File: config.mk
export PLATFORM = sky130hd
export DESIGN_NAME = multiply_format_grouped_decimal
export DESIGN_NICKNAME = d
export VERILOG_FILES = /design/src/sv/mfgd_pkg.sv /design/src/sv/mfgd_bcd_conv.sv /design/src/sv/multiply_format_grouped_decimal.sv
export VERILOG_INCLUDE_DIRS = /design/src /design/src/sv
export SDC_FILE = /design/constraint.sdc
export NUM_CORES = 1
export LEC_CHECK = 0
export BUFFER_PORTS_ARGS = -buffer_cell sky130_fd_sc_hd__buf_2
export CORE_MARGIN = 1.5
export CORE_UTILIZATION = 55
export CTS_BUF_LIST = sky130_fd_sc_hd__clkbuf_8
export CTS_CLUSTER_DIAMETER = 150
export CTS_CLUSTER_SIZE = 10
export DETAILED_ROUTE_END_ITERATION = 16
export PLACE_DENSITY = 0.86
export SLEW_MARGIN = 20
export SYNTH_ARGS = -nofsm -noshare
export SYNTH_HDL_FRONTEND = slang
export SYNTH_SLANG_ARGS = --single-unit
export TNS_END_PERCENT = 30
File: constraint.sdc
create_clock -name clk -period 8.8 [get_ports clk]
set_input_delay 1.76 -clock clk [delete_from_list [all_inputs] [get_ports clk]]
set_output_delay 1.76 -clock clk [all_outputs]
set_load 0.05 [all_outputs]
File: src/sv/multiply_format_grouped_decimal_defines.svh
// Assertion macros shared by the multiply and format block.
`ifndef MULTIPLY_FORMAT_GROUPED_DECIMAL_DEFINES_SVH
`define MULTIPLY_FORMAT_GROUPED_DECIMAL_DEFINES_SVH

// Same-cycle implication, checked on every rising edge outside reset.
`define MFGD_ASSERT_IMP(label, clk, rst, ante, cons) \
  label: assert property (@(posedge clk) disable iff (rst) (ante) |-> (cons)) \
    else $error("implication check failed");

// Next-cycle implication, checked on every rising edge outside reset.
`define MFGD_ASSERT_NEXT(label, clk, rst, ante, cons) \
  label: assert property (@(posedge clk) disable iff (rst) (ante) |=> (cons)) \
    else $error("next-cycle check failed");

`endif

File: src/sv/mfgd_pkg.sv
// Package: constants and helpers for the multiply and grouped decimal formatter.
package mfgd_pkg;

  localparam int OPER_W     = 64;
  localparam int MAX_DIGITS = 20;
  localparam int BCD_W      = 4 * MAX_DIGITS;
  localparam int GROUP_SIZE = 3;
  // Digit count modulo group size at the start of the leading-zero scan
  localparam int GRP_INIT   = MAX_DIGITS % GROUP_SIZE;

  localparam logic [7:0] SEP_CHAR   = 8'h27;
  localparam logic [7:0] MINUS_CHAR = 8'h2d;
  localparam logic [7:0] ZERO_CHAR  = 8'h30;
  localparam logic [7:0] OVF_CHAR   = 8'h00;

  // Double-dabble correction: add 3 to a BCD digit of 5 or more
  function automatic logic [3:0] add3(input logic [3:0] d);
    logic [3:0] r;
    r = (d >= 4'd5) ? (d + 4'd3) : d;
    return r;
  endfunction

endpackage

File: src/sv/mfgd_bcd_conv.sv
// Iterative binary to BCD converter: one shift-add-3 step per cycle.
module mfgd_bcd_conv
  import mfgd_pkg::*;
(
  input  logic               clk,
  input  logic               rst,
  input  logic               load,
  input  logic [OPER_W-1:0]  value,
  output logic               done,
  output logic [BCD_W-1:0]   bcd
);

  logic                      running;
  logic [5:0]                cnt;
  logic [OPER_W-1:0]         bin;
  logic [BCD_W-1:0]          corr;

  // Per-digit correction ahead of the shift
  always_comb begin
    for (int i = 0; i < MAX_DIGITS; i++) begin
      corr[4*i +: 4] = add3(bcd[4*i +: 4]);
    end
  end

  // Step control
  always_ff @(posedge clk) begin
    if (rst) begin
      running <= 1'b0;
      done    <= 1'b0;
      cnt     <= '0;
    end else begin
      done <= 1'b0;
      if (load) begin
        running <= 1'b1;
        cnt     <= '0;
      end else if (running) begin
        cnt <= cnt + 6'd1;
        if (cnt == 6'(OPER_W - 1)) begin
          running <= 1'b0;
          done    <= 1'b1;
        end
      end
    end
  end

  // Shift datapath
  always_ff @(posedge clk) begin
    if (load) begin
      bin <= value;
      bcd <= '0;
    end else if (running) begin
      bcd <= {corr[BCD_W-2:0], bin[OPER_W-1]};
      bin <= {bin[OPER_W-2:0], 1'b0};
    end
  end

endmodule

File: src/sv/multiply_format_grouped_decimal.sv
// Top level: signed 64x64 multiply with grouped decimal ASCII output.
//
// Pulse start while busy is low to begin a transaction with multiplicand and
// multiplier. The magnitudes are multiplied by a shift-add unit, one bit per
// cycle, then the S_CHECK state checks the product against the signed
// 64-bit range. An out-of-range product gives a single result with overflow,
// last and character 0. Otherwise a double-dabble converter converts the
// product, a leading-zero scan drops leading zeros but keeps one digit, and the
// text follows one character per cycle: an optional '-', the digits, and an
// apostrophe between groups of three digits counted from the right, up to
// 26 characters. Each character is shown for exactly one cycle with strobe
// high and cannot be stalled; last marks the final character. busy drops in
// the cycle that the final character is shown, so the next start may be
// accepted then.
module multiply_format_grouped_decimal
  import mfgd_pkg::*;
(
  input  logic                      clk,
  input  logic                      rst,
  input  logic                      start,
  output logic                      busy,
  input  logic signed [OPER_W-1:0]  multiplicand,
  input  logic signed [OPER_W-1:0]  multiplier,
  output logic                      strobe,
  output logic [7:0]                character,
  output logic                      last,
  output logic                      overflow
);

`include "multiply_format_grouped_decimal_defines.svh"

  localparam logic [3:0] S_IDLE  = 4'd0;
  localparam logic [3:0] S_MUL   = 4'd1;
  localparam logic [3:0] S_CHECK = 4'd2;
  localparam logic [3:0] S_CONV  = 4'd3;
  localparam logic [3:0] S_SKIP  = 4'd4;
  localparam logic [3:0] S_SIGN  = 4'd5;
  localparam logic [3:0] S_SEP   = 4'd6;
  localparam logic [3:0] S_DIGIT = 4'd7;

  logic [3:0]          state;
  logic [5:0]          cnt;
  logic [OPER_W-1:0]   mcand;
  logic [OPER_W-1:0]   hi;
  logic [OPER_W-1:0]   lo;
  logic                neg;
  logic [BCD_W-1:0]    digits;
  logic [4:0]          rem;
  logic [1:0]          grp;

  logic                accept;
  logic [OPER_W-1:0]   mag_a;
  logic [OPER_W-1:0]   mag_b;
  logic [OPER_W:0]     sum;
  logic                prod_zero;
  logic                neg_eff;
  logic [OPER_W-1:0]   limit;
  logic                ovf;
  logic                conv_load;
  logic                conv_done;
  logic [BCD_W-1:0]    conv_bcd;
  logic [3:0]          top_digit;
  logic [1:0]          grp_dec;

  assign busy   = (state != S_IDLE);
  assign accept = start && !busy;

  // Operand magnitudes
  assign mag_a = multiplicand[OPER_W-1] ? (~multiplicand + 64'd1) : multiplicand;
  assign mag_b = multiplier[OPER_W-1]   ? (~multiplier + 64'd1)   : multiplier;

  // Shift-add step
  assign sum = {1'b0, hi} + (lo[0] ? {1'b0, mcand} : {(OPER_W+1){1'b0}});

  // Range check on the finished product
  assign prod_zero = (hi == '0) && (lo == '0);
  assign neg_eff   = neg && !prod_zero;
  assign limit     = neg_eff ? {1'b1, {(OPER_W-1){1'b0}}} : {1'b0, {(OPER_W-1){1'b1}}};
  assign ovf       = (hi != '0) || (lo > limit);
  assign conv_load = (state == S_CHECK) && !ovf;

  // Digit emission helpers
  assign top_digit = digits[BCD_W-1 -: 4];
  assign grp_dec   = (grp == 2'd0) ? 2'(GROUP_SIZE - 1) : (grp - 2'd1);

  mfgd_bcd_conv u_conv (
    .clk   (clk),
    .rst   (rst),
    .load  (conv_load),
    .value (lo),
    .done  (conv_done),
    .bcd   (conv_bcd)
  );

  // Sequencer and output register
  always_ff @(posedge clk) begin
    if (rst) begin
      state  <= S_IDLE;
      strobe <= 1'b0;
      cnt    <= '0;
    end else begin
      strobe <= 1'b0;
      unique case (state)
        S_IDLE: begin
          if (accept) begin
            mcand <= mag_a;
            hi    <= '0;
            lo    <= mag_b;
            neg   <= multiplicand[OPER_W-1] ^ multiplier[OPER_W-1];
            cnt   <= '0;
            state <= S_MUL;
          end
        end
        S_MUL: begin
          hi  <= sum[OPER_W:1];
          lo  <= {sum[0], lo[OPER_W-1:1]};
          cnt <= cnt + 6'd1;
          if (cnt == 6'(OPER_W - 1)) begin
            state <= S_CHECK;
          end
        end
        S_CHECK: begin
          neg <= neg_eff;
          if (ovf) begin
            strobe    <= 1'b1;
            character <= OVF_CHAR;
            last      <= 1'b1;
            overflow  <= 1'b1;
            state     <= S_IDLE;
          end else begin
            state <= S_CONV;
          end
        end
        S_CONV: begin
          if (conv_done) begin
            digits <= conv_bcd;
            rem    <= 5'(MAX_DIGITS);
            grp    <= 2'(GRP_INIT);
            state  <= S_SKIP;
          end
        end
        S_SKIP: begin
          // Drop leading zeros, keep at least one digit
          if ((rem > 5'd1) && (top_digit == 4'd0)) begin
            digits <= {digits[BCD_W-5:0], 4'd0};
            rem    <= rem - 5'd1;
            grp    <= grp_dec;
          end else begin
            state <= neg ? S_SIGN : S_DIGIT;
          end
        end
        S_SIGN: begin
          strobe    <= 1'b1;
          character <= MINUS_CHAR;
          last      <= 1'b0;
          overflow  <= 1'b0;
          state     <= S_DIGIT;
        end
        S_SEP: begin
          strobe    <= 1'b1;
          character <= SEP_CHAR;
          last      <= 1'b0;
          overflow  <= 1'b0;
          state     <= S_DIGIT;
        end
        S_DIGIT: begin
          strobe    <= 1'b1;
          character <= ZERO_CHAR + {4'd0, top_digit};
          last      <= (rem == 5'd1);
          overflow  <= 1'b0;
          digits    <= {digits[BCD_W-5:0], 4'd0};
          rem       <= rem - 5'd1;
          grp       <= grp_dec;
          if (rem == 5'd1) begin
            state <= S_IDLE;
          end else if (grp_dec == 2'd0) begin
            state <= S_SEP;
          end else begin
            state <= S_DIGIT;
          end
        end
        default: begin
          state <= S_IDLE;
        end
      endcase
    end
  end

  // Checks
  `MFGD_ASSERT_IMP(a_ovf_sole, clk, rst, strobe && overflow, last && (character == OVF_CHAR))
  `MFGD_ASSERT_NEXT(a_accept_busy, clk, rst, accept, busy)
  `MFGD_ASSERT_NEXT(a_text_contiguous, clk, rst, strobe && !last, strobe)
  `MFGD_ASSERT_IMP(a_busy_mid_text, clk, rst, strobe && !last, busy)

endmodule
======== After elaboration in Yosys (flattened, before gate mapping) ========
Cells that the tools add are included.
word-level totals
  register bits after elaboration ......... 453
  input bits .............................. 131
  output and inout bits ................... 12
  logic and storage cells ................. 191
operators by class
  add/subtract/negate cells ............... 28
  order comparisons ....................... 22
  equality and inequality tests ........... 16
  multiplexer cells ....................... 64
  bitwise gates (word level) .............. 5
  reductions and logical operators ........ 37
operators by type and width
  cell                   count
  $mux 64                7
  $pmux 64 s2            2
  $pmux 80 s3            1
  $mux 80                2
  $add 64x1->64 const B  2
  $logic_not 64->1       2
  $not 64->64            2
  $mux 4                 23
  $ge 4x3->1 const B     20
  $add 4x2->4 const B    19
  $add 64x64->65         1
  $gt 64x64->1           1
  $reduce_bool 64->1     1
  $mux 63                1
  $pmux 8 s4             1
  $pmux 4 s7             1
  $reduce_and 3->1       6
  $eq 4x3->1 const B     4
  $pmux 5 s3             1
  $add 6x1->6 const B    2
  $eq 6x6->1 const B     2
  $pmux 6 s2             1
  $mux 2                 5
  $mux 5                 2
  31 further kinds       63

======== Depth between registers and ports, before layout ========
Gate-level depths: netlist of the first run.
  depth in word-level cells ............... 10
  mapped depth ............................ 17
  mapped depth without buffers ............ 15

======== Hierarchy ========
Synthesis of the first run repeated with hierarchy kept, for this count alone.
unflattened totals
  cells, all modules ...................... 2904
  area total of the unflattened synthesis .. 27960.6 µm²
by module, submodules not included
  module                           times used  cells an instance  area an instance (µm²)  sequential area each (µm²)
  multiply_format_grouped_decimal  1           2136               20098.0                 8848.5
  mfgd_bcd_conv                    1           768                7862.5                  3683.5

======== Least setup slack after synthesis of the first run ========
No wires, ideal clock.
  path type ............................... register to register
  from .................................... register lo[61]
  to ...................................... register u_conv.bin[0], enable pin
  setup time .............................. 0.424 ns
  data arrival time ....................... 8.729 ns
  data required time ...................... 8.376 ns
  slack ................................... -0.353 ns
  stages on the path, launching flop included .. 18
  buffers on the path ..................... 2
  cell sequence ........................... edfxtp_1 nor4_1 nand4_1 nor4_1 a21boi_0 inv_1 ha_1 nand4_1 nor2_1 and3_1 a311o_1 or3_1 a31oi_1 o211ai_1 o31a_1 clkbuf_1 clkbuf_1 nand2_1
between the ends
  cells in the longest elaborated chain, start to end .. 10
ends and longest elaborated chain
  what                           line                                    text
  from (decl)                    multiply_format_grouped_decimal.sv:45   logic [OPER_W-1:0] lo;
  from (signal assigned)         multiply_format_grouped_decimal.sv:108  lo <= mag_b;
  from (signal assigned)         multiply_format_grouped_decimal.sv:116  lo <= {sum[0], lo[OPER_W-1:1]};
  $logic_not 64->1               multiply_format_grouped_decimal.sv:76   assign prod_zero = (hi == '0) && (lo == '0);
  $logic_and 1x1->1              multiply_format_grouped_decimal.sv:76
  $logic_not 1->1                multiply_format_grouped_decimal.sv:77   assign neg_eff = neg && !prod_zero;
  $logic_and 1x1->1              multiply_format_grouped_decimal.sv:77
  $mux 64                        multiply_format_grouped_decimal.sv:78   assign limit = neg_eff ? {1'b1, {(OPER_W-1){1'b0}}} : {1'b0, {(OPER_W-1){1'b1}}};
  $gt 64x64->1 *                 multiply_format_grouped_decimal.sv:79   assign ovf = (hi != '0) || (lo > limit);
  $logic_or 1x1->1 *             multiply_format_grouped_decimal.sv:79
  $logic_not 1->1 *              multiply_format_grouped_decimal.sv:80   assign conv_load = (state == S_CHECK) && !ovf;
  $logic_and 1x1->1 *            multiply_format_grouped_decimal.sv:80
  $reduce_bool 2->1 (no line) *  --
  to (signal assigned)           mfgd_bcd_conv.sv:49                     bin <= value;
  to (signal assigned)           mfgd_bcd_conv.sv:53                     bin <= {bin[OPER_W-2:0], 1'b0};
  to (decl)                      mfgd_bcd_conv.sv:15                     logic [OPER_W-1:0] bin;
Mark *: on every way between the ends. The rest lies on a longest branch, timed or not.
A chain may end at the register's enable or synchronous reset.

======== Final worst setup path of the first run ========
  from .................................... register lo[33]
  to ...................................... register character[5], enable pin
between the ends
  cells in the longest elaborated chain, start to end .. 9
ends and longest elaborated chain
  what                          line                                    text
  $logic_not 64->1              multiply_format_grouped_decimal.sv:76
  $logic_and 1x1->1             multiply_format_grouped_decimal.sv:76
  $logic_not 1->1               multiply_format_grouped_decimal.sv:77
  $logic_and 1x1->1             multiply_format_grouped_decimal.sv:77
  $mux 64                       multiply_format_grouped_decimal.sv:78
  $gt 64x64->1 *                multiply_format_grouped_decimal.sv:79
  $logic_or 1x1->1 *            multiply_format_grouped_decimal.sv:79
  $ne 2x2->1 (no line) *        --
  $reduce_and 3->1 (no line) *  --
  to (signal assigned)          multiply_format_grouped_decimal.sv:168  character <= ZERO_CHAR + {4'd0, top_digit};
  to (decl)                     multiply_format_grouped_decimal.sv:25   output logic [7:0] character,
Marked as above.

==> results of run 1 <==
where the power goes:
part / internal [mW] / leakage, nW / switching, mW
combinational: 0.518 / 6.44 / 0.881
sequential: 2.51 / 4.06 / 0.126
clock: 0.532 / 0.578 / 0.763
routing by layer:
layer  up-vias  routed length [µm]  global-route usage [%]
met5         -                   0                       0
met4         0                2020                    8.90
met3       138                4120                    3.47
met2       788               30300                    41.5
met1     10300               27600                    32.7
li1      10400                   -                       -
area by class of cell:
cell class / instances / area share [%]
multi-input cells: 2146 / 47.5
flip-flops and latches: 450 / 42.7
repair buffers: 159 / 2.95
well taps: 664 / 2.83
clock buffers: 50 / 2.34
inverters: 81 / 1.04
clock inverters: 41 / 0.567
diodes: 4 / 0.0341
state kept, by name, indices dropped and copies added, names as in the netlist:
| register | count |
|---|---|
| overflow | 1 |
| u_conv.cnt | 6 |
| u_conv.bcd | 80 |
| rem | 5 |
| neg | 1 |
| state | 3 |
| character | 6 |
| mcand | 64 |
| hi | 64 |
| digits | 80 |
| grp | 2 |
| last | 1 |
| strobe | 1 |
| cnt | 6 |
| u_conv.done | 1 |
| u_conv.bin | 64 |
| u_conv.running | 1 |
| lo | 64 |
through the flow:
stage          hold WS (ns)  worst slack [ns]
2_1_floorplan         0.445             0.881
3_3_place_gp          0.458              2.92
3_5_place_dp          0.480              2.74
4_1_cts               0.492              2.71
5_1_grt               0.517              2.61
6_report              0.488              2.95
tightest hold or removal path, cell delays in order, from the launching register on:
cell and delay, ns:
dfxtp_1 0.33, nand2_1 0.06, a21oi_1 0.05
path summary, 6_finish.rpt:
path	start	slack, ns	end	depth (start not counted)
max	lo[33]$_DFFE_PP_	2.95	character[5]$_DFFE_PP_	17
min	u_conv.bcd[79]$_SDFFE_PP0P_	0.49	u_conv.bcd[79]$_SDFFE_PP0P_	2
max reg2reg	lo[33]$_DFFE_PP_	2.95	character[5]$_DFFE_PP_	17
min reg2reg	u_conv.bcd[79]$_SDFFE_PP0P_	0.49	u_conv.bcd[79]$_SDFFE_PP0P_	2
cell families (layout without fill, tap and decap cells):
kind of cell             count (synthesis)  after routing
XOR/XNOR                               215            215
buffers and inverters                  202            331
other                                    1              6
AND/OR/NAND/NOR                        995            995
AO/OA/AOI/OAI                          663            663
multiplexers                            94             94
adder cells (fa/ha/maj)                177            177
flip-flops                             450            450
cell usage in the layout, fill, tap and decap left out, drive strengths merged, types with 8 or more instances in the layout:
master / n
nand4: 40
o211ai: 8
o41ai: 17
xnor2: 116
nor2: 219
nor2b: 11
mux2i: 31
or2: 10
nor3b: 8
and2: 71
mux2: 63
inv: 122
clkbuf: 50
ha: 176
nand2b: 33
or3: 39
nor3: 64
or4: 24
dfxtp: 98
o21bai: 15
o31ai: 43
a21o: 65
xor2: 99
nor4: 38
nand2: 357
buf: 159
and3: 13
a21oi: 185
edfxtp: 352
nand3: 48
o21ai: 252
a31oi: 14
==> impl_metrics.ini, run 1 <==
[synthesis]
synth_top_family_by_area = simple AND/OR/NAND/NOR gates
syn_area_per_cell_um2 = 9.72
yosysSeqAreaShare_pct = 46.1
synth_edf_count = 352
synthFlopType = edfxtp_1
yosysWarnings = 0
synthAdderAreaFrac_pct = 8.17
synthTopCellsByArea = edfxtp_1, ha_1, dfxtp_1
synth-simple-area-share_pct = 17.5
synth.most_common_cell = nand2_1
synth-async-reset-ratio_pct = 0
netlist.top_cell.by_area = edfxtp_1
synth_mux_area_share_pct = 3.75
syn_area_mm2 = 0.0272
synth-xor-area-share_pct = 6.93
synth_common_cells = nand2_1, edfxtp_1, o21ai_0
synth_top_area_share_pct = 38.9
ys_seq_elements = 450
synth-compound-area-share_pct = 14.6
ys_types = 77
synth_cells = 2797

[finish]
num-nets-final = 3196
fin_cells = 3595
seqCellArea_mm2 = 0.0125
postLayoutCellArea_mm2 = 0.0293
num-fill-cells = 4066
drive_gt1_share_pct = 10.6
final_util_pct = 60.1
multiInputGateArea_mm2 = 0.0140
synthToLayoutAreaGrowth_pct = 7.96

[clocking]
post_cts_resized = 0
root_buffer = clkbuf_8
cts.path.max_buffers = 3
cts.reportedPaths.clkPinSlew_ns = 0.09
htree_num_levels = 2
cts-hold-fix-buffers = 0
cts_made_buffers = 50
clock_latency_ns = 0.67
cts.sinks = 450
post_cts_buffers = 0
cts_tree = built

[sta]
setup_tns_ns = 0
slew_headroom_pct = 28.8
fin_skew_ns = 0.0428
tightestPinTransition_ns = 1.07
fmax_mhz = 171
finalCriticalPeriod_ns = 5.85
rsz0062_at_grt = no
setup_violations = 0
hold_violations = 0
final_max_slew_viol_count = 0
timing.final.crit_share_pct = 66.5

[drt]
vias_per_cell = 6.01
num_vias = 21600
dr.first_iter.drc_count = 2025
routed_wirelength_mm = 64.0
ant_nets = 0
wl_per_cell_um = 17.8
dr.pass1.iters = 7
drc = 0

[grt]
grt_usage_pct = 24.7
grt_overflow = 0
grt_pass1_vias = 20600
antenna_found_initial = 4
grt_max_degree = 121
grt_pass1_wl_mm = 102

[place]
dp_cells = 3499
dp_hpwl_mm = 45.0
port_buffers = 140
gp_congestion = 0.968
dpl_cell_area_mm2 = 0.0284

[floorplanning]
pin_count = 143
dieArea_mm2 = 0.0508
row_count = 81
start_util_pct = 55.7
fp.dieW_um = 225
fp.dieH_um = 225
core-area_mm2 = 0.0488

[worst_setup_path]
path_class = flop to flop
cp_num_buf_inv = 3
worstPathRequired_ns = 9.17
crit_family = simple AND/OR/NAND/NOR gates
cp.arrival_ns = 6.22
endpoint_kind = flop
crit_chain = nor4_1 -> nand4_1 -> nor4_1 -> a21boi_4 -> buf_4 -> inv_1 -> ha_1 -> nand4_1 -> nor2_1 -> and3_1 -> a311o_1 -> or3_1 -> a31oi_1 -> o211ai_1 -> o31ai_4 -> buf_4 -> nor3b_1
max_stage_delay_ns = 0.66
critPathLaunchType = flop
worstPathMaxFanout = 60
slowest_stage = o31ai_4

[power_and_ir_drop]
p_total_mw = 5.33
p_leak_nw = 11.1
powerDensity_mw_per_mm2 = 182
vdd_drop_max_mv = 0.119

[status]
run_status = complete, no violations

[min_path]
min_path_type = flop to flop

[flow_run]
cap_viol_max_count = 0
No activity file was read; power rests on OpenSTA's default activity.
==> inputs of run 2 (changes only) <==
--- a/config.mk
+++ b/config.mk
@@ -6,6 +6,7 @@
 export SDC_FILE = /design/constraint.sdc
 export NUM_CORES = 1
 export LEC_CHECK = 0
+export ABC_AREA = 1
 export BUFFER_PORTS_ARGS = -buffer_cell sky130_fd_sc_hd__buf_2
 export CORE_MARGIN = 1.5
 export CORE_UTILIZATION = 55
@@ -13,7 +14,7 @@
 export CTS_CLUSTER_DIAMETER = 150
 export CTS_CLUSTER_SIZE = 10
 export DETAILED_ROUTE_END_ITERATION = 16
-export PLACE_DENSITY = 0.86
+export PLACE_DENSITY = 0.83
 export SLEW_MARGIN = 20
 export SYNTH_ARGS = -nofsm -noshare
 export SYNTH_HDL_FRONTEND = slang
==> constraint.sdc (replaced) <==
create_clock -name clk -period 6 [get_ports clk]
set_input_delay 1.2 -clock clk [delete_from_list [all_inputs] [get_ports clk]]
set_output_delay 1.2 -clock clk [all_outputs]
set_load 0.05 [all_outputs]
==> run 2 against run 1 <==
Compared with the run above:
- global-route usage rose by 4.4 points
- via count rose by 29%
- highest routed layer unchanged
- wire length rose by 31%
- clock skew rose by 0.0087 ns
- total power rose by 94%
- final cell count rose by 36%
- combinational power rose to 2.9 times the previous value
- die area rose by 11%
==> impl_metrics.ini, run 2 <==
[finish]
final_util_pct = 60.0
postLayoutCellArea_mm2 = 0.0325
synthToLayoutAreaGrowth_pct = 7.14
layout_common_cells = nand2_1, inv_1, nor2_1, o21ai_0, edfxtp_1
drive_gt1_share_pct = 5.94
top_regs = digits x80, u_conv.bcd x80
final_common_cell = nand2_1
num-nets-final = 4475

[floorplanning]
fp.dieW_um = 238
fp.dieH_um = 238
row_count = 85
pin_count = 143
core-area_mm2 = 0.0541
dieArea_mm2 = 0.0565
start_util_pct = 56.0

[power_and_ir_drop]
powerDensity_mw_per_mm2 = 319
vdd_drop_max_mv = 0.192
p_leak_nw = 14.5

[sta]
finalCriticalPeriod_ns = 5.43
final_max_slew_viol_count = 0
fin_skew_ns = 0.0514
setup_tns_ns = 0
setup_violations = 0
fmax_mhz = 184
slew_headroom_pct = 35.7
hold_violations = 0
tightestPinTransition_ns = 0.964
rsz0062_at_grt = no
timing.final.crit_share_pct = 90.6

[worst_setup_path]
crit_chain = nor4_1 -> nand2_1 -> nor4_1 -> nand4_1 -> nand2_1 -> clkinv_2 -> ha_1 -> nand2_1 -> inv_1 -> nand3_1 -> nor3_1 -> nand2_1 -> nand2_1 -> nand2_1 -> nand2_1 -> nand2_1 -> nand2_1 -> nand2_2 -> nand3_4 -> buf_4 -> nand2_1 -> nand2_1
path_class = flop to flop
max_stage_delay_ns = 0.74
cp_num_buf_inv = 3
regToRegStartpoint = lo[22]$_DFFE_PP_
slowest_stage = clkinv_2
endpoint_kind = flop
crit_top_cell = nand2_1
worstPathMaxFanout = 62
critPathLaunchType = flop
cp.arrival_ns = 5.98
crit_family = simple AND/OR/NAND/NOR gates
worstPathRequired_ns = 6.54
worst_setup_path_startpoint = lo[22]$_DFFE_PP_

[grt]
grt_overflow = 0
grt_max_degree = 123
antenna_found_initial = 1
grt_usage_pct = 29.2
grt_pass1_wl_mm = 132
grt_pass1_vias = 25600

[place]
dpl_cell_area_mm2 = 0.0316
gp_congestion = 1.03
port_buffers = 140
dp_hpwl_mm = 61.8

[synthesis]
synth_edf_count = 352
yosysSeqAreaShare_pct = 41.4
ys_types = 47
synth_cells = 4067
synth-async-reset-ratio_pct = 0
synth.most_common_cell = nand2_1
synth_top_area_share_pct = 34.9
synthTopCellsByArea = edfxtp_1, nand2_1, inv_1
syn_area_per_cell_um2 = 7.45
ys_seq_elements = 450
netlist.top_cell.by_area = edfxtp_1
yosysWarnings = 0
syn_area_mm2 = 0.0303
synth_common_cells = nand2_1, inv_1, nor2_1
synthFlopType = edfxtp_1

[clocking]
cts.reportedPaths.clkPinSlew_ns = 0.09
root_buffer = clkbuf_8
post_cts_resized = 0
cts.sinks = 450
htree_num_levels = 2
clock_latency_ns = 0.69
cts_tree = built
cts-hold-fix-buffers = 0
post_cts_buffers = 0
cts_made_buffers = 50
cts.path.max_buffers = 3

[drt]
routed_wirelength_mm = 83.5
drc = 0
dr.first_iter.drc_count = 3043
wl_per_cell_um = 17.1
ant_nets = 0
dr.pass1.iters = 6
vias_per_cell = 5.69
num_vias = 27800

[status]
run_status = complete, no violations

[min_path]
hp-start = cnt[4]$_SDFFE_PP0P_
min_path_type = flop to flop

[flow_run]
cap_viol_max_count = 0
==> run 2: cell count changes in the layout (fill, tap and decap cells not counted), sizes merged, moves of 96 or more <==
cell / previous run / this run
nand2: 357 / 1030
xnor2: 116 / 20
nor2: 219 / 420
o21ai: 252 / 367
inv: 122 / 630
nand3: 48 / 175
==> run 2: worst paths after layout <==
kind,end,slack (ns),cells past startpoint
worst max register to register,u_conv.bin[26]$_DFFE_PP_,0.57,22
worst max-delay path,u_conv.bin[26]$_DFFE_PP_,0.57,22
worst min-delay path,cnt[4]$_SDFFE_PP0P_,0.51,2
worst min register to register,cnt[4]$_SDFFE_PP0P_,0.51,2
==> run 2: final cells by class <==
| type | instances | area [µm²] |
|---|---|---|
| Fill cell | 4945 | 21700 |
| Antenna cell | 2 | 5.00 |
| Sequential cell | 450 | 12500 |
| Clock buffer | 50 | 688 |
| Tap cell | 696 | 871 |
| Timing Repair Buffer | 165 | 892 |
| Inverter | 607 | 2280 |
| Multi-Input combinational cell | 2893 | 15100 |
| Clock inverter | 27 | 134 |
==> run 2: worst reg2reg max path, delay by kind of cell, from the launching register on <==
kind / cells / cell delay [ns]
adders and majority gates: 1 / 0.69
buffers and inverters: 3 / 1.32
DFF: 1 / 0.49
and+or+nand+nor: 18 / 2.79
==> run 2: power breakdown <==
| part | internal (mW) | leakage [nW] | switching (mW) |
|---|---|---|---|
| logic | 1.16 | 9.98 | 2.96 |
| registers | 4.05 | 4.06 | 0.304 |
| clock network | 0.776 | 0.508 | 1.13 |
| total | 5.98 | 14.5 | 4.39 |
==> run 2: per-layer routing <==
metal  vias to the layer above  share of wire [%]  global-route usage, %
met5                         -                  0                      0
met4                         0                3.7                   10.9
met3                       186                8.9                   4.84
met2                      1223                 45                   46.7
met1                     12700                 42                   39.7
li1                      13700                  -                      -
==> run 2: through the flow <==
stage	std cells	hold slack [ns]	power [mW]	worst slack [ns]
detailed placement	4811	0.485	8.41	1.14
finish	4890	0.507	10.4	0.566
CTS	4888	0.505	10.3	1.12
floorplan	4068	0.451	7.23	-1.41
global placement	4811	0.466	8.31	1.23
global route	4890	0.519	11.0	0.119
==> run 2: logic make-up after synthesis <==
logic type | share of synthesized area (%)
compound gates | 12.9
xor+xnor | 3.12
fa+ha+maj | 7.33
buf+inv | 9.14
flops | 41.4
mux | 0.0330
other cells | 0.0124
simple gates | 26.1
==> inputs of run 3 (changes only) <==
--- a/config.mk
+++ b/config.mk
@@ -6,15 +6,18 @@
 export SDC_FILE = /design/constraint.sdc
 export NUM_CORES = 1
 export LEC_CHECK = 0
-export ABC_AREA = 1
+export ABC_AREA = 0
 export BUFFER_PORTS_ARGS = -buffer_cell sky130_fd_sc_hd__buf_2
+export CAP_MARGIN = 0
+export CELL_PAD_IN_SITES_DETAIL_PLACEMENT = 1
+export CELL_PAD_IN_SITES_GLOBAL_PLACEMENT = 2
 export CORE_MARGIN = 1.5
-export CORE_UTILIZATION = 55
+export CORE_UTILIZATION = 41
 export CTS_BUF_LIST = sky130_fd_sc_hd__clkbuf_8
 export CTS_CLUSTER_DIAMETER = 150
 export CTS_CLUSTER_SIZE = 10
 export DETAILED_ROUTE_END_ITERATION = 16
-export PLACE_DENSITY = 0.83
+export PLACE_DENSITY = 0.92
 export SLEW_MARGIN = 20
 export SYNTH_ARGS = -nofsm -noshare
 export SYNTH_HDL_FRONTEND = slang
==> run 3 against run 2 <==
Compared with the run above:
- critical path depth decreased by 4
- sequential power down 11%
- final cell count shrank 22%
- highest routed layer is now met5
- total power shrank 23%
- non-clock buffer count up 6
- clock-buffer cell count up 1
- largest power group unchanged
- hold slack worse by 0.012 ns
==> impl_metrics.ini, run 3 (synthesized netlist as in run 1, its figures left out) <==
[status]
run_status = complete, no violations

[sta]
tightestPinTransition_ns = 0.971
hold_violations = 0
fmax_mhz = 183
setup_violations = 0
finalCriticalPeriod_ns = 5.46
slew_headroom_pct = 34.6
timing.final.crit_share_pct = 91.0
hold_ws_ns = 0.495
final_max_slew_viol_count = 0
setup_ws_ns = 0.537
fin_skew_ns = 0.0269
rsz0062_at_grt = no

[place]
gp_congestion = 0.854
dpl_cell_area_mm2 = 0.0288
dp_hpwl_mm = 55.1
port_buffers = 140
pre_cts_ws_ns = 0.533

[floorplanning]
dieArea_mm2 = 0.0679
row_count = 94
fp.dieH_um = 260
fp.dieW_um = 260
start_util_pct = 41.3
pin_count = 143
core-area_mm2 = 0.0657

[finish]
synthToLayoutAreaGrowth_pct = 9.33
final_common_cell = nand2_1
num-fill-cells = 7441
drive_gt1_share_pct = 11.0
top_regs = digits x80, u_conv.bcd x80
num-nets-final = 3208
postLayoutCellArea_mm2 = 0.0297
layout_common_cells = nand2_1, edfxtp_1, o21ai_0, nor2_1, a21oi_1

[clocking]
post_cts_buffers = 0
cts.reportedPaths.clkPinSlew_ns = 0.08
cts_made_buffers = 50
cts_tree = built
clock_latency_ns = 0.67
cts-hold-fix-buffers = 0
cts.path.max_buffers = 3
post_cts_resized = 0
cts.sinks = 450
root_buffer = clkbuf_8
htree_num_levels = 2

[power_and_ir_drop]
powerDensity_mw_per_mm2 = 268
switching_share_pct = 34.1
pwr-share-seq_pct = 48.8
p_leak_nw = 11.2
clockPowerShare_pct = 24.7
vdd_drop_max_mv = 0.158
internal_power_mw = 5.25
power_switching_mw = 2.72
combPwrFrac_pct = 26.5

[grt]
grt_overflow = 0
grt_pass1_wl_mm = 122
grt_usage_pct = 22.3
grt_max_degree = 117
antenna_found_initial = 3
grt_pass1_vias = 22800

[drt]
wl_per_cell_um = 19.9
ant_nets = 0
drc = 0
vias_per_cell = 5.69
num_vias = 21700
routed_wirelength_mm = 75.8
dr.first_iter.drc_count = 1200
dr.pass1.iters = 5

[worst_setup_path]
path_class = flop to flop
worstPathMaxFanout = 32
critPathLaunchType = flop
cp.arrival_ns = 5.78
endpoint_kind = flop
worst_setup_path_startpoint = hi[1]$_SDFFCE_PN0P_
rrSetupSlack_ns = 0.54
worstPathRequired_ns = 6.32
reg2regPathDepth = 18
rr_endpoint = u_conv.bin[34]$_DFFE_PP_
regToRegStartpoint = hi[1]$_SDFFCE_PN0P_

[flow_run]
cap_viol_max_count = 0

[min_path]
min_to = u_conv.bcd[79]$_SDFFE_PP0P_
min_path_cells = 2
min_path_type = flop to flop
hp-start = u_conv.bcd[79]$_SDFFE_PP0P_
## run 3: worst max-delay path, cell delays in order (launching register included)
cell	delay, ns
edfxtp_1	0.48
nor4_1	0.60
nand4_1	0.32
nor4_1	0.33
buf_4	0.20
a21boi_4	0.08
buf_4	0.29
inv_1	0.17
ha_1	0.25
nand4_1	0.12
nor2_1	0.10
and3_1	0.21
a311o_1	0.37
or3_1	0.35
a31oi_1	0.18
o211ai_1	0.19
o31a_2	0.37
nand2_2	0.11
buf_4	0.37
## run 3: worst max path at each step
stage	end	cells past startpoint
6_report	u_conv.bin[34]$_DFFE_PP_	18
5_1_grt	u_conv.bin[33]$_DFFE_PP_	18
4_1_cts	u_conv.bin[54]$_DFFE_PP_	18
3_5_place_dp	u_conv.bin[32]$_DFFE_PP_	18
3_3_place_gp	u_conv.bin[41]$_DFFE_PP_	18
2_1_floorplan	digits[0]$_SDFFCE_PN0P_	2
## run 3: metrics by stage
step	std cells	power (mW)	util, %	TNS [ns]
after floorplan	2798	5.37	-	-16.93
after global placement	3712	5.93	43.9	0
after detailed placement	3712	6.06	43.9	0
after CTS	3804	8.04	45.2	0
after global routing	3805	8.41	45.2	0
final	3806	7.97	45.2	0
## run 3: power by group through the flow
stage               sequential, mW  clock [mW]  combinational, mW
CTS                           3.89        2.04               2.12
finish                        3.89        1.97               2.11
global placement              3.94           0               2.00
detailed placement            3.96           0               2.10
global route                  3.92        2.14               2.35
floorplan                     3.87           0               1.50
## run 3: cell type report
| class | count | area, µm² | area share [%] |
|---|---|---|---|
| Multi-Input combinational cell | 2146 | 14000 | 46.9 |
| Sequential cell | 450 | 12500 | 42.2 |
| Tap cell | 864 | 1080 | 3.64 |
| Timing Repair Buffer | 171 | 980 | 3.30 |
| Clock buffer | 51 | 702 | 2.36 |
| Inverter | 81 | 304 | 1.02 |
| Clock inverter | 41 | 164 | 0.551 |
| Antenna cell | 2 | 5.00 | 0.0168 |
## run 3: metal layers
layer / up-vias / GRT usage (%) / wire (µm)
met1: 10800 / 28.4 / 33600
met2: 375 / 39.2 / 37400
li1: 10400 / - / -
met4: 2 / 6.29 / 1750
met3: 111 / 3.00 / 2930
met5: - / 0 / 12
